===== src/rtl/core/kca_pkg.sv =====
// ---------------------------------------------------------------------------
// kca_pkg - shared types and constants for the key colour alpha generator
// Grey weights, register indexes, alpha rule codes and pipeline structs.
// ---------------------------------------------------------------------------
package kca_pkg;

  localparam int unsigned CH_W   = 8;   // one colour byte
  localparam int unsigned PROD_W = 16;  // byte times weight, below 255*256
  localparam int unsigned IDX_W  = 8;   // configuration register index

  localparam logic [7:0] W_RED   = 8'd76;
  localparam logic [7:0] W_GREEN = 8'd150;
  localparam logic [7:0] W_BLUE  = 8'd28;
  localparam logic [CH_W-1:0] ALPHA_OPAQUE = 8'hFF;
  localparam logic [CH_W-1:0] ALPHA_CLEAR  = 8'h00;

  // Register map
  localparam logic [IDX_W-1:0] REG_KEY_RED   = 8'd0;
  localparam logic [IDX_W-1:0] REG_KEY_GREEN = 8'd1;
  localparam logic [IDX_W-1:0] REG_KEY_BLUE  = 8'd2;
  localparam logic [IDX_W-1:0] REG_ALPHA_MODE = 8'd3;

  // Alpha rule codes; code 7 is unused and treated as opaque
  localparam logic [2:0] MODE_OPAQUE = 3'd0;
  localparam logic [2:0] MODE_GREY   = 3'd1;
  localparam logic [2:0] MODE_KEY_EQ = 3'd2;
  localparam logic [2:0] MODE_KEY_GE = 3'd3;
  localparam logic [2:0] MODE_KEY_LE = 3'd4;
  localparam logic [2:0] MODE_KEY_GT = 3'd5;
  localparam logic [2:0] MODE_KEY_LT = 3'd6;

  // Per-stage load enables into the grey unit
  typedef struct packed {
    logic ld_mul;
    logic ld_div;
    logic ld_sum;
  } grey_en_t;

  // Word data carried beside the grey arithmetic
  typedef struct packed {
    logic [CH_W-1:0] blue;
    logic [CH_W-1:0] green;
    logic [CH_W-1:0] red;
    logic [2:0]      mode;
    logic            key_eq;
  } side_t;

  // floor(x / 255) for x below 65280: (x + (x >> 8) + 1) >> 8
  function automatic logic [CH_W-1:0] div255(input logic [PROD_W-1:0] x);
    logic [PROD_W:0] t;
    t = {1'b0, x} + {9'd0, x[PROD_W-1:8]} + 17'd1;
    return t[PROD_W-1:8];
  endfunction

endpackage


===== src/rtl/core/kca_grey.sv =====
// ---------------------------------------------------------------------------
// kca_grey - three stage weighted grey value
// Weights each byte, scales each product by 1/255, then sums (max 254).
// ---------------------------------------------------------------------------
module kca_grey
  import kca_pkg::*;
(
  input  logic            clk,
  input  grey_en_t        en,
  input  logic [CH_W-1:0] red,
  input  logic [CH_W-1:0] green,
  input  logic [CH_W-1:0] blue,
  output logic [CH_W-1:0] grey
);

  logic [PROD_W-1:0] pr_r, pg_r, pb_r;
  logic [CH_W-1:0]   qr_r, qg_r, qb_r;
  logic [CH_W-1:0]   grey_r;
  logic [CH_W+1:0]   sum;

  always_ff @(posedge clk) begin
    if (en.ld_mul) begin
      pr_r <= PROD_W'(red * W_RED);
      pg_r <= PROD_W'(green * W_GREEN);
      pb_r <= PROD_W'(blue * W_BLUE);
    end
    if (en.ld_div) begin
      qr_r <= div255(pr_r);
      qg_r <= div255(pg_r);
      qb_r <= div255(pb_r);
    end
    if (en.ld_sum) begin
      grey_r <= sum[CH_W-1:0];
    end
  end

  // terms are at most 76, 150 and 28, so the sum fits a byte
  assign sum  = {2'b00, qr_r} + {2'b00, qg_r} + {2'b00, qb_r};
  assign grey = grey_r;

endmodule


===== src/rtl/core/kca_alpha.sv =====
// ---------------------------------------------------------------------------
// kca_alpha - alpha rule select
// Picks alpha from the pixel grey, key grey and key match per mode.
// ---------------------------------------------------------------------------
module kca_alpha
  import kca_pkg::*;
(
  input  logic [2:0]      mode,
  input  logic            key_eq,
  input  logic [CH_W-1:0] pix_grey,
  input  logic [CH_W-1:0] key_grey,
  output logic [CH_W-1:0] alpha
);

  always_comb begin
    case (mode)
      MODE_GREY:   alpha = pix_grey;
      MODE_KEY_EQ: alpha = key_eq ? ALPHA_CLEAR : ALPHA_OPAQUE;
      MODE_KEY_GE: alpha = (key_grey >= pix_grey) ? ALPHA_CLEAR : ALPHA_OPAQUE;
      MODE_KEY_LE: alpha = (key_grey <= pix_grey) ? ALPHA_CLEAR : ALPHA_OPAQUE;
      MODE_KEY_GT: alpha = (key_grey >  pix_grey) ? ALPHA_CLEAR : ALPHA_OPAQUE;
      MODE_KEY_LT: alpha = (key_grey <  pix_grey) ? ALPHA_CLEAR : ALPHA_OPAQUE;
      default:     alpha = ALPHA_OPAQUE;
    endcase
  end

endmodule


===== src/rtl/core/key_colour_alpha_generator.sv =====
// ---------------------------------------------------------------------------
// key_colour_alpha_generator - adds an alpha byte to a BGR pixel stream
// In: one BGR pixel per word. Out: the same BGR bytes plus alpha.
// Config: four registers (key red, green, blue, alpha mode) written over
// cfg_*; always ready. Write only while no pixel is in flight.
// Pipeline: four register stages (weight multiply, 1/255 scale, grey sum,
// alpha select into the output register); out_tvalid rises when a word
// reaches the output register. Throughput: one word per clock while
// out_tready is high. Every stage has its own valid bit and loads when it
// is empty or its successor moves, so bubbles close up.
// Stall: when out_tready is low the output holds; the stages behind keep
// filling and in_tready drops only once all four are full. Nothing is lost
// or repeated.
// Reset: synchronous, active low; clears all valid bits, keys and mode to 0.
// ---------------------------------------------------------------------------
module key_colour_alpha_generator
  import kca_pkg::*;
(
  input  logic             clk,
  input  logic             rst_n,
  // input pixel words
  input  logic             in_tvalid,
  output logic             in_tready,
  input  logic [23:0]      in_tdata,   // blue_in, green_in, red_in
  // output pixel words
  output logic             out_tvalid,
  input  logic             out_tready,
  output logic [31:0]      out_tdata,  // blue_out, green_out, red_out, alpha_out
  // configuration writes
  input  logic             cfg_valid,
  output logic             cfg_ready,
  input  logic [IDX_W-1:0] cfg_index,
  input  logic [CH_W-1:0]  cfg_data
);

  localparam int unsigned NSTG = 4;

  // configuration registers
  logic [CH_W-1:0] key_red_r, key_green_r, key_blue_r;
  logic [2:0]      mode_r;

  // pipeline control
  logic [NSTG-1:0] vld_r;
  logic [NSTG-1:0] vld_nxt;
  logic [NSTG-1:0] ld;     // stage k loads this cycle
  grey_en_t        gen;

  // sideband stages 0..2, output register
  side_t           side_r [3];
  side_t           side_in;
  logic [31:0]     out_r;
  logic [CH_W-1:0] pix_grey, key_grey, alpha;

  assign cfg_ready = 1'b1;

  always_ff @(posedge clk) begin
    if (!rst_n) begin
      key_red_r   <= '0;
      key_green_r <= '0;
      key_blue_r  <= '0;
      mode_r      <= MODE_OPAQUE;
    end else if (cfg_valid) begin
      case (cfg_index)
        REG_KEY_RED:    key_red_r   <= cfg_data;
        REG_KEY_GREEN:  key_green_r <= cfg_data;
        REG_KEY_BLUE:   key_blue_r  <= cfg_data;
        REG_ALPHA_MODE: mode_r      <= cfg_data[2:0];
        default: ;
      endcase
    end
  end

  // stage k may load when empty or when its contents move on
  always_comb begin
    ld[NSTG-1] = !vld_r[NSTG-1] || out_tready;
    for (int k = NSTG - 2; k >= 0; k--) begin
      ld[k] = !vld_r[k] || ld[k+1];
    end
    vld_nxt[0] = ld[0] ? in_tvalid : vld_r[0];
    for (int k = 1; k < NSTG; k++) begin
      vld_nxt[k] = ld[k] ? vld_r[k-1] : vld_r[k];
    end
  end

  always_ff @(posedge clk) begin
    if (!rst_n) begin
      vld_r <= '0;
    end else begin
      vld_r <= vld_nxt;
    end
  end

  assign in_tready = ld[0];
  assign gen = '{ld_mul: ld[0], ld_div: ld[1], ld_sum: ld[2]};

  // key match taken at entry, with the mode, so the item keeps its own view
  assign side_in = '{blue:   in_tdata[7:0],
                     green:  in_tdata[15:8],
                     red:    in_tdata[23:16],
                     mode:   mode_r,
                     key_eq: (in_tdata[7:0] == key_blue_r) &&
                             (in_tdata[15:8] == key_green_r) &&
                             (in_tdata[23:16] == key_red_r)};

  always_ff @(posedge clk) begin
    if (ld[0]) begin
      side_r[0] <= side_in;
    end
    if (ld[1]) begin
      side_r[1] <= side_r[0];
    end
    if (ld[2]) begin
      side_r[2] <= side_r[1];
    end
    if (ld[3]) begin
      out_r <= {alpha, side_r[2].red, side_r[2].green, side_r[2].blue};
    end
  end

  kca_grey u_pix_grey (
    .clk   (clk),
    .en    (gen),
    .red   (in_tdata[23:16]),
    .green (in_tdata[15:8]),
    .blue  (in_tdata[7:0]),
    .grey  (pix_grey)
  );

  // key grey runs in step with the pixel so it sees the keys at entry
  kca_grey u_key_grey (
    .clk   (clk),
    .en    (gen),
    .red   (key_red_r),
    .green (key_green_r),
    .blue  (key_blue_r),
    .grey  (key_grey)
  );

  kca_alpha u_alpha (
    .mode     (side_r[2].mode),
    .key_eq   (side_r[2].key_eq),
    .pix_grey (pix_grey),
    .key_grey (key_grey),
    .alpha    (alpha)
  );

  assign out_tvalid = vld_r[NSTG-1];
  assign out_tdata  = out_r;

endmodule

===== config.mk =====
export PLATFORM = sky130hd
export DESIGN_NAME = key_colour_alpha_generator
export DESIGN_NICKNAME = d
export VERILOG_FILES = /design/src/rtl/core/kca_pkg.sv /design/src/rtl/core/kca_grey.sv /design/src/rtl/core/kca_alpha.sv /design/src/rtl/core/key_colour_alpha_generator.sv
export SDC_FILE = /design/constraint.sdc
export NUM_CORES = 1
export LEC_CHECK = 0
export BUFFER_PORTS_ARGS = -buffer_cell sky130_fd_sc_hd__buf_2
export CAP_MARGIN = 20
export CORE_UTILIZATION = 35
export CTS_CLUSTER_SIZE = 25
export DETAILED_ROUTE_END_ITERATION = 10
export PLACE_DENSITY = 0.47
export SLEW_MARGIN = 10
export SYNTH_ARGS = -nofsm -noshare
export SYNTH_HDL_FRONTEND = slang
export SYNTH_SLANG_ARGS = --single-unit

===== constraint.sdc =====
create_clock -name clk -period 9.2 [get_ports clk]
set_input_delay 2.76 -clock clk [delete_from_list [all_inputs] [get_ports clk]]
set_output_delay 2.76 -clock clk [all_outputs]
set_load 0.02 [all_outputs]

==> impl_metrics.tcl <==
set metrics [dict create \
    status "finished, final reports clean" \
    mostFrequentLayoutCells "edfxtp_1, ha_1, inv_1, buf_2, xnor2_1" \
    drive_gt1_frac 0.110 \
    synth_cell_types 58 \
    rrSetupSlack_ns 5.48 \
    overflow 0 \
    end_kind "output port" \
    cp.required_ns 6.44 \
    grt_pass1_vias 9560 \
    drv_slew 0 \
    synth-seq-cells 284 \
    place_area_um2 17000 \
    hpwl_um 25400 \
    htree_levels 2 \
    routabilityCongestion 0.763 \
    cts_resized 0 \
    start_util 0.358 \
    firstDrtPassIters 4 \
    min_to "side_r[0][41]" \
    tns_ns 0 \
    core-area_um2 44500 \
    die_w_um 215 \
    clock_path_buffers 3 \
    crit_arrival_ns 4.33 \
    grt_use_total 0.152 \
    timing.fmax_ghz 0.141 \
    maxCapViolations 0 \
    tightestPinTransition_ns 0.950 \
    ys_seq_area_frac 0.516 \
    dieArea_um2 46300 \
    reg2regPathDepth 12 \
    p_per_area_nw_per_um2 209 \
    min_path_cells 0 \
    final_core_util 0.408 \
    cts_setup_buffers 0 \
    final_area_um2 18200 \
    worstSetupPathType "in -> out" \
    cts-root-buf "clkbuf_16" \
    hold_buffers 0 \
    synth.avg_cell_area_um2 13.1 \
    routed_wl_um 33900 \
    area_delta_synth_final_pct 14.0 \
    synth_cells 1217 \
    finalCriticalPeriod_ns 7.09 \
    first_iter_violations 387 \
    p_total_mw 3.79 \
    mostFrequentLayoutCell "edfxtp_1" \
    insertion_delay_ns 0.54 \
    clkSlewWorstSetupHoldPaths_ns 0.06 \
    drtAntennaViolNets 0 \
    crit_path_start_kind "primary input" \
    finalCritPeriodShare 0.771 \
    drc 0 \
    grt_max_degree 67 \
    port_buffers 78 \
    async_flop_share 0 \
    setup_violations 0 \
    reg2reg_to "u_key_grey.pg_r[13]" \
    yosys_warnings 0 \
    nets 1612 \
    rsz0062_at_grt "false" \
    cts-buffers-inserted 35 \
    vias 9217 \
    grt_pass1_wl_um 53700 \
    ir_drop_uv 113 \
    p_leak_nw 8.07 \
    clkSinkCount 284 \
    crit_fanout 57 \
    drt-vias-per-instance 4.74 \
    io_pins 80 \
    synth-edff-count 253 \
    min_from "side_r[0][13]" \
    clock_skew_ns 0.0183 \
    timing.final.hold_violations 0 \
    tritoncts "done" \
    die-height_um 215 \
    grt_antenna_before_repair 6 \
    synthFlopType "edfxtp_1" \
    relSlewSlack 0.367 \
    min_path_type "reg -> reg" \
    avgRoutedWirePerCell_um 17.4 \
    reg2reg_from "key_green_r[6]" \
    syn_area_um2 15900 \
    num_rows 77 \
]
-- Yosys cell counts (2+ instances only) --
master | n | area [um2]
o21ai_0 | 34 | 170
o31a_1 | 2 | 17.5
clkbuf_1 | 6 | 22.5
ha_1 | 184 | 2300
a21o_1 | 22 | 165
o21ai_1 | 7 | 35.0
a2111o_1 | 4 | 45.0
o21a_1 | 15 | 113
nand2_1 | 45 | 169
nor2b_1 | 41 | 257
a41oi_2 | 2 | 32.5
conb_1 | 2 | 7.51
xnor2_1 | 77 | 674
and3_1 | 6 | 37.5
a211oi_1 | 5 | 37.5
nor4_1 | 4 | 25.0
o31ai_1 | 4 | 30.0
nand4_1 | 12 | 75.1
o41ai_1 | 4 | 35.0
a21boi_0 | 2 | 15.0
nor3b_1 | 4 | 30.0
a31o_2 | 4 | 35.0
edfxtp_1 | 253 | 7600
o21bai_1 | 9 | 67.6
nor2_1 | 48 | 180
nor3_1 | 13 | 65.1
inv_1 | 111 | 417
nand3_1 | 31 | 155
or2_2 | 3 | 18.8
a31oi_1 | 4 | 25.0
buf_2 | 2 | 10.0
a2111oi_0 | 3 | 26.3
dfxtp_1 | 31 | 621
a21oi_1 | 59 | 295
nand2b_1 | 8 | 50.1
mux2i_1 | 28 | 280
o211ai_1 | 2 | 15.0
o2111ai_1 | 3 | 26.3
nand3b_1 | 3 | 22.5
fa_1 | 56 | 1120
xor2_1 | 47 | 412
-- stage by stage --
stage / cells / hold slack (ns) / setup slack (ns)
after floorplan: 1218 / 0.400 / 1.10
after global placement: 1882 / 0.400 / 2.10
after detailed placement: 1882 / 0.405 / 2.09
after CTS: 1943 / 0.416 / 2.08
after global routing: 1944 / 0.420 / 1.94
final: 1945 / 0.415 / 2.11
-- cells by family after synthesis --
logic type / count (synthesis) / synth area share
AND/OR/NAND/NOR: 227 / 0.0744
AO/OA/AOI/OAI: 191 / 0.0784
XOR/XNOR: 124 / 0.0682
flip-flops: 284 / 0.516
other: 2 / 0.000472
multiplexers: 28 / 0.0176
adder cells (fa/ha/maj): 240 / 0.215
buffers and inverters: 121 / 0.0294
-- registers in the layout (all words and copies together), names as in the netlist, 11 cells and up --
| signal | count |
|---|---|
| u_key_grey.pg_r | 15 |
| side_r | 81 |
| out_tdata | 32 |
| u_pix_grey.pb_r | 11 |
| u_key_grey.pb_r | 11 |
| u_key_grey.pr_r | 13 |
| u_pix_grey.pr_r | 13 |
| u_pix_grey.pg_r | 15 |
-- power breakdown --
part | leakage [nW] | internal (mW) | switching [mW]
Clock | 0.542 | 0.794 | 0.539
Combinational | 4.47 | 0.351 | 0.400
Sequential | 3.06 | 1.60 | 0.102
-- worst max-delay path by stage --
| stage | startpoint | to | slack, ns | cells after the start |
|---|---|---|---|---|
| floorplan | out_tready | in_tready | 1.10 | 3 |
| global placement | out_tready | in_tready | 2.10 | 5 |
| detailed placement | out_tready | in_tready | 2.09 | 5 |
| CTS | out_tready | in_tready | 2.08 | 5 |
| global route | out_tready | in_tready | 1.94 | 5 |
| finish | out_tready | in_tready | 2.11 | 5 |
-- final cells by class --
cell class,instances,area [um2]
inverter,111,418
clock buffer,44,952
antenna,2,5.00
sequential,284,8220
clock inverter,17,154
fill,4202,26400
timing repair buffer,82,420
multi-input combinational,813,7240
tap,592,741
-- metal layers --
layer  vias up  track usage  part of all wire
li1       4629            -                 -
met1      4374        0.203              0.48
met2       147        0.248              0.46
met3        61       0.0258             0.034
met4         6       0.0570             0.027
met5         -            0            0.0011
-- critical path: stages --
cell	delay, ns
buf_2	0.10
nor2b_1	0.30
and3_1	0.35
nand2_4	0.46
buf_2	0.36
Note: power is estimated with default switching activity, not from simulation.
